===== src/design/nmea_sv_pkg.sv =====
// Package for the NMEA sentence validator: phase, talker and kind codes,
// character constants, the sentence-type name table and the hex decoder.
// Depends on nothing.
package nmea_sv_pkg;

  localparam int unsigned MAX_SENTENCE_LEN_DEF = 82;
  localparam int unsigned CNT_W = 7;
  localparam int unsigned HDR_LEN = 5;
  localparam int unsigned KIND_COUNT = 7;

  localparam logic [7:0] CH_DOLLAR = 8'd36;
  localparam logic [7:0] CH_STAR = 8'd42;
  localparam logic [7:0] CH_G = "G";
  localparam logic [7:0] CH_P = "P";
  localparam logic [7:0] CH_N = "N";

  typedef enum logic [1:0] {
    PH_IDLE   = 2'd0,
    PH_BODY   = 2'd1,
    PH_HEX_HI = 2'd2,
    PH_HEX_LO = 2'd3
  } phase_t;

  typedef enum logic [1:0] {
    TALK_GP    = 2'd0,
    TALK_GN    = 2'd1,
    TALK_OTHER = 2'd2
  } talker_t;

  typedef enum logic [2:0] {
    KIND_RMC  = 3'd0,
    KIND_VTG  = 3'd1,
    KIND_TXT  = 3'd2,
    KIND_GGA  = 3'd3,
    KIND_GSA  = 3'd4,
    KIND_GSV  = 3'd5,
    KIND_GLL  = 3'd6,
    KIND_NONE = 3'd7
  } kind_t;

  localparam logic [23:0] KIND_NAMES [KIND_COUNT] = '{
    "RMC", "VTG", "TXT", "GGA", "GSA", "GSV", "GLL"
  };

  typedef struct packed {
    talker_t talker;
    kind_t   kind;
  } header_t;

  typedef struct packed {
    logic       bad;
    logic [3:0] val;
  } hex_t;

  function automatic hex_t hex_decode(input logic [7:0] c);
    hex_t h;
    h.bad = 1'b0;
    h.val = 4'd0;
    if (c >= "0" && c <= "9") begin
      h.val = 4'(c - "0");
    end else if (c >= "A" && c <= "F") begin
      h.val = 4'(c - "A" + 8'd10);
    end else begin
      h.bad = 1'b1;
    end
    return h;
  endfunction

endpackage


===== src/design/nmea_sv_decode.sv =====
// Header decoder: maps the five stored header characters to talker and kind.
// Depends on nmea_sv_pkg.
module nmea_sv_decode (
  input  logic [7:0]           hdr [nmea_sv_pkg::HDR_LEN],
  output nmea_sv_pkg::header_t id
);

  always_comb begin
    id.talker = nmea_sv_pkg::TALK_OTHER;
    if (hdr[0] == nmea_sv_pkg::CH_G && hdr[1] == nmea_sv_pkg::CH_P) begin
      id.talker = nmea_sv_pkg::TALK_GP;
    end else if (hdr[0] == nmea_sv_pkg::CH_G && hdr[1] == nmea_sv_pkg::CH_N) begin
      id.talker = nmea_sv_pkg::TALK_GN;
    end
    id.kind = nmea_sv_pkg::KIND_NONE;
    for (int k = nmea_sv_pkg::KIND_COUNT - 1; k >= 0; k--) begin
      if ({hdr[2], hdr[3], hdr[4]} == nmea_sv_pkg::KIND_NAMES[k]) begin
        id.kind = nmea_sv_pkg::kind_t'(3'(k));
      end
    end
  end

endmodule


===== src/design/nmea_sentence_validator_core.sv =====
// NMEA sentence validator top level: input register, frame state, result register.
// Depends on nmea_sv_pkg and nmea_sv_decode.
//
//   channel | handshake          | payload
//   --------+--------------------+-----------------------------------------------
//   input   | in_valid, in_stall | char_in
//   result  | out_valid, out_stall | talker_code, sentence_kind, sum_computed,
//           |                    | sum_received, sum_ok, hex_bad
//
// One character per cycle while in_stall is low; a result is registered from the
// input register into the result register. The frame state updates from the input
// register. rst clears phase, counters and valid flags. in_stall rises only when
// a closing character waits behind a result beat that is stalled.
module nmea_sentence_validator_core #(
  parameter int unsigned MAX_SENTENCE_LEN = nmea_sv_pkg::MAX_SENTENCE_LEN_DEF
) (
  input  logic       clk,
  input  logic       rst,
  input  logic       in_valid,
  output logic       in_stall,
  input  logic [7:0] char_in,
  output logic       out_valid,
  input  logic       out_stall,
  output logic [1:0] talker_code,
  output logic [2:0] sentence_kind,
  output logic [7:0] sum_computed,
  output logic [7:0] sum_received,
  output logic       sum_ok,
  output logic       hex_bad
);

  localparam int unsigned CW = nmea_sv_pkg::CNT_W;

  logic                     c_valid;
  logic [7:0]               c_char;
  nmea_sv_pkg::phase_t      phase, phase_next;
  logic [7:0]               run_xor, run_xor_next;
  logic [7:0]               hdr [nmea_sv_pkg::HDR_LEN];
  logic [7:0]               hdr_next [nmea_sv_pkg::HDR_LEN];
  logic [CW-1:0]            cnt, cnt_next;
  logic [3:0]               hi_nib, hi_nib_next;
  logic                     hex_err, hex_err_next;

  logic [CW:0]              next_count;
  logic                     overlong;
  nmea_sv_pkg::hex_t        hx;
  logic                     produce;
  logic                     bad;
  logic [7:0]               received;
  logic                     advance;
  nmea_sv_pkg::header_t     id;

  nmea_sv_decode u_decode (
    .hdr (hdr),
    .id  (id)
  );

  assign next_count = {1'b0, cnt} + (CW+1)'(1);
  assign overlong   = next_count > (CW+1)'(MAX_SENTENCE_LEN);
  assign hx         = nmea_sv_pkg::hex_decode(c_char);
  assign bad        = hex_err | hx.bad;
  assign received   = {hi_nib, hx.val};

  always_comb begin
    phase_next   = phase;
    run_xor_next = run_xor;
    hdr_next     = hdr;
    cnt_next     = cnt;
    hi_nib_next  = hi_nib;
    hex_err_next = hex_err;
    produce      = 1'b0;
    if (c_valid) begin
      if (c_char == nmea_sv_pkg::CH_DOLLAR) begin
        phase_next   = nmea_sv_pkg::PH_BODY;
        run_xor_next = 8'd0;
        for (int i = 0; i < nmea_sv_pkg::HDR_LEN; i++) begin
          hdr_next[i] = 8'd0;
        end
        cnt_next     = CW'(1);
        hi_nib_next  = 4'd0;
        hex_err_next = 1'b0;
      end else if (phase != nmea_sv_pkg::PH_IDLE) begin
        if (overlong) begin
          phase_next = nmea_sv_pkg::PH_IDLE;
        end else begin
          cnt_next = next_count[CW-1:0];
          unique case (phase)
            nmea_sv_pkg::PH_BODY: begin
              if (c_char == nmea_sv_pkg::CH_STAR) begin
                phase_next = nmea_sv_pkg::PH_HEX_HI;
              end else begin
                run_xor_next = run_xor ^ c_char;
                if (cnt <= CW'(nmea_sv_pkg::HDR_LEN)) begin
                  hdr_next[cnt[2:0] - 3'd1] = c_char;
                end
              end
            end
            nmea_sv_pkg::PH_HEX_HI: begin
              hi_nib_next  = hx.val;
              hex_err_next = hx.bad;
              phase_next   = nmea_sv_pkg::PH_HEX_LO;
            end
            nmea_sv_pkg::PH_HEX_LO: begin
              hex_err_next = bad;
              produce      = 1'b1;
              phase_next   = nmea_sv_pkg::PH_IDLE;
            end
            default: begin
              phase_next = nmea_sv_pkg::PH_IDLE;
            end
          endcase
        end
      end
    end
  end

  assign advance  = !c_valid || !produce || !out_valid || !out_stall;
  assign in_stall = !advance;

  always_ff @(posedge clk) begin
    if (rst) begin
      phase   <= nmea_sv_pkg::PH_IDLE;
      run_xor <= 8'd0;
      for (int i = 0; i < nmea_sv_pkg::HDR_LEN; i++) begin
        hdr[i] <= 8'd0;
      end
      cnt     <= '0;
      hi_nib  <= 4'd0;
      hex_err <= 1'b0;
      c_valid <= 1'b0;
    end else if (advance) begin
      phase   <= phase_next;
      run_xor <= run_xor_next;
      hdr     <= hdr_next;
      cnt     <= cnt_next;
      hi_nib  <= hi_nib_next;
      hex_err <= hex_err_next;
      c_valid <= in_valid;
    end
  end

  always_ff @(posedge clk) begin
    if (advance) begin
      c_char <= char_in;
    end
  end

  always_ff @(posedge clk) begin
    if (rst) begin
      out_valid <= 1'b0;
    end else if (advance && produce) begin
      out_valid <= 1'b1;
    end else if (out_valid && !out_stall) begin
      out_valid <= 1'b0;
    end
  end

  always_ff @(posedge clk) begin
    if (advance && produce) begin
      talker_code   <= id.talker;
      sentence_kind <= id.kind;
      sum_computed  <= run_xor;
      sum_received  <= received;
      sum_ok        <= !bad && (received == run_xor);
      hex_bad       <= bad;
    end
  end

endmodule


===== config.mk =====
export PLATFORM = sky130hd
export DESIGN_NAME = nmea_sentence_validator_core
export DESIGN_NICKNAME = d
export VERILOG_FILES = /design/src/design/nmea_sv_pkg.sv /design/src/design/nmea_sv_decode.sv /design/src/design/nmea_sentence_validator_core.sv
export SDC_FILE = /design/constraint.sdc
export NUM_CORES = 1
export LEC_CHECK = 0
export ABC_CLOCK_PERIOD_IN_PS = 5600
export BUFFER_PORTS_ARGS = -buffer_cell sky130_fd_sc_hd__buf_2
export CAP_MARGIN = 20
export CORE_MARGIN = 4
export CORE_UTILIZATION = 60
export CTS_BUF_LIST = sky130_fd_sc_hd__clkbuf_4 sky130_fd_sc_hd__clkbuf_8
export DETAILED_ROUTE_END_ITERATION = 6
export GPL_ROUTABILITY_DRIVEN = 1
export PLACE_DENSITY = 0.8
export SLEW_MARGIN = 20
export SYNTH_ARGS = -nofsm -noshare
export SYNTH_HDL_FRONTEND = slang
export SYNTH_SLANG_ARGS = --single-unit

===== constraint.sdc =====
create_clock -name clk -period 5.6 [get_ports clk]
set_input_delay 0.28 -clock clk [delete_from_list [all_inputs] [get_ports clk]]
set_output_delay 0.28 -clock clk [all_outputs]
set_load 0.01 [all_outputs]

==> metrics.csv <==
metric,value,unit
clock slew at reported path FFs,0.09,ns
vias in the first global route,3456,
sequential area share after synthesis,48.48,%
total congestion overflow,0,
Die Ht,95.21,um
Pins Over Slew Limit,0,
synthesized cell area,4563,um2
placer's final routability congestion estimate,0.9022,
port bufs,36,
crit path launch type,flop,
routed vias,3734,
first drt pass iteration count,5,
syn_nets,494,
Yosys reg bits,95,
CTS Sinks,95,
Hold WC Path Type,in -> reg,
maximum number of pins on one net before global-route repair,27,
Cells after Synth,469,
TritonCTS Buffers,9,
number of vias per cell,6.297,
initial antenna violation count,0,
Final Hold Slack,0.08885,ns
"commonest non-fill, non-tap cell in the layout",dfxtp_1,
Final Hold Viols,0,
Post-synth top flop,dfxtp_1,
Skew-Pair Late Insertion Delay,0.36,ns
Cell Rows,31,
CTS H-tree depth,3,
Routed WL per cell,17.54,um
"commonest non-fill, non-tap cells in the layout","dfxtp_1, nand2_1, buf_2, nand3_1, edfxtp_1",
setup violators final,0,
Post-Route Skew,0.01238,ns
Post-CTS Setup Inserts,0,
period utilisation layout,65.20,%
first-pass GRT wire length,17.28,mm
Worst Setup End Kind,output pin,
Setup TNS Final,0,ns
layout cells sized above 1,13.77,%
Pleak,1.754,nW
Ports,37,
HPWL Detailed,7.350,mm
Final Total Pwr,1.212,mW
WS Path Type,reg -> out,
Max Cap Violations,0,
drt drc,0,
Final #Nets,514,
WP data required,5.32,ns
syn_area_per_cell,9.729,um2
fin crit period,3.651,ns
fmax,273.9,MHz
crit path max-delay cell type,a222oi_1,
Synth warnings,0,
Slew HR,32.47,%
CTS resizes,0,
number of synthesized flops with an enable pin,31,
Slew @ Worst Pin,0.9997,ns
ANT nets after route,0,
Die Span X,95.21,um
worst-path fanout max,12,
max incr delay on CP,0.70,ns
RSZ-0062 raised after global routing,no,
GRT Total Usage,24.87,%
drt initial violations,303,
critical path cell sequence,inv_1 > ha_1 > and2b_1 > o211ai_1 > a222oi_1 > a211oi_2 > nand3_1 > inv_1 > buf_2,
Pwr Density,244.4,nW/um2
status,finished clean,
CTS tree,done,
worst vdd ir,0.1714,mV
Syn-to-layout area delta,8.692,%
Netlist cell types,73,
cts hold-fix bufs,0,
ys async rst share,0,%
Initial Util,62.25,%
DIE AREA,9064,um2
total core area,7331,um2
final wirelength,10.40,mm
largest buffer count on any clock path,2,
Worst EP arrival,3.37,ns
Crit path top cell by count,inv_1,
clock root buffer,clkbuf_8,
n_diodes,0,
-- logic make-up (layout without fill, tap and decap cells) --
logic type	count (synthesis)	in the layout	synth area share, %
buf+inv	45	70	3.976
compound gates	121	121	19.25
xor+xnor	9	9	1.728
fa+ha+maj	13	13	3.565
simple gates	182	182	22.10
mux	4	4	0.9049
flops	95	95	48.48
-- synth_stat cells, types with 4 or more instances --
| cell | number | area share [%] |
|---|---|---|
| o21ai_0 | 20 | 2.2 |
| inv_1 | 16 | 1.3 |
| o2bb2ai_1 | 4 | 0.77 |
| nor3_1 | 10 | 1.1 |
| a21oi_1 | 22 | 2.4 |
| nor4b_1 | 5 | 0.96 |
| a22o_1 | 22 | 4.2 |
| nand2_1 | 40 | 3.3 |
| nor2_1 | 24 | 2.0 |
| ha_1 | 13 | 3.6 |
| nand4b_1 | 5 | 0.96 |
| dfxtp_1 | 64 | 28 |
| buf_2 | 7 | 0.77 |
| o41ai_1 | 6 | 1.2 |
| edfxtp_1 | 31 | 20 |
| and3_1 | 8 | 1.1 |
| nor2b_1 | 10 | 1.4 |
| nor3b_1 | 4 | 0.66 |
| xnor2_1 | 6 | 1.2 |
| a31oi_1 | 6 | 0.82 |
| nand4_1 | 7 | 0.96 |
| o31ai_1 | 4 | 0.66 |
| and2_1 | 7 | 0.96 |
| clkbuf_1 | 18 | 1.5 |
| nand3_1 | 34 | 3.7 |
| o21ai_1 | 6 | 0.66 |
-- through the flow --
stage                     instance area (um2)  utilization, %  cells  setup WS (ns)
after floorplan                          4563               -    469          1.995
after global placement                   4761           64.94    577          2.463
after detailed placement                 4761           64.94    577          2.333
after CTS                                4960           67.66    593          1.925
after global routing                     4960           67.66    593          1.603
final                                    4960           67.66    593          1.949
-- report_power, final --
| group | switching (mW) | total, mW | internal [mW] |
|---|---|---|---|
| sequential | 0.0123 | 0.724 | 0.711 |
| clock | 0.242 | 0.457 | 0.214 |
| combinational | 0.0219 | 0.0317 | 0.00986 |
| total | 0.277 | 1.21 | 0.935 |
-- area by class of cell --
type / instances / area, um2
well taps: 99 / 123.9
clock inverters: 6 / 67.56
multi-input cells: 329 / 2173
inverters: 17 / 63.81
repair buffers: 37 / 187.7
flip-flops and latches: 95 / 2212
clock buffers: 10 / 131.4
fillers: 584 / 2371
-- path summary, 6_finish.rpt --
| path | to | cells past startpoint | slack, ns | from |
|---|---|---|---|---|
| worst max register to register | sum_computed[2] | 9 | 2.30 | cnt[0] |
| worst min-delay path | c_char[3] | 1 | 0.09 | char_in[3] |
| worst min register to register | hdr[21] | 1 | 0.47 | hdr[21] |
| worst max-delay path | in_stall | 9 | 1.95 | cnt[0] |
-- worst max-delay path: cells and delay by family, from the launching register on --
kind / cells / cell delay [ns]
flops: 1 / 0.55
buf+inv: 3 / 0.33
compound gates: 3 / 1.05
fa+ha+maj: 1 / 0.45
simple gates: 2 / 0.63
-- metal layers --
metal,global-route usage (%),vias to the layer above,wire length [um]
met3,5.841,19,795
li1,-,1798,-
met2,37.43,159,4721
met5,0,-,0
met1,34.27,1758,4663
met4,10.58,0,223
-- flip-flops by register name, indices dropped and copies added, names as in the netlist, 2 cells and up --
signal,cells
hi_nib,4
sentence_kind,3
c_char,8
talker_code,2
run_xor,8
sum_received,8
cnt,7
hdr,40
sum_computed,8
phase,2
No activity file was read; power rests on OpenSTA's default activity.
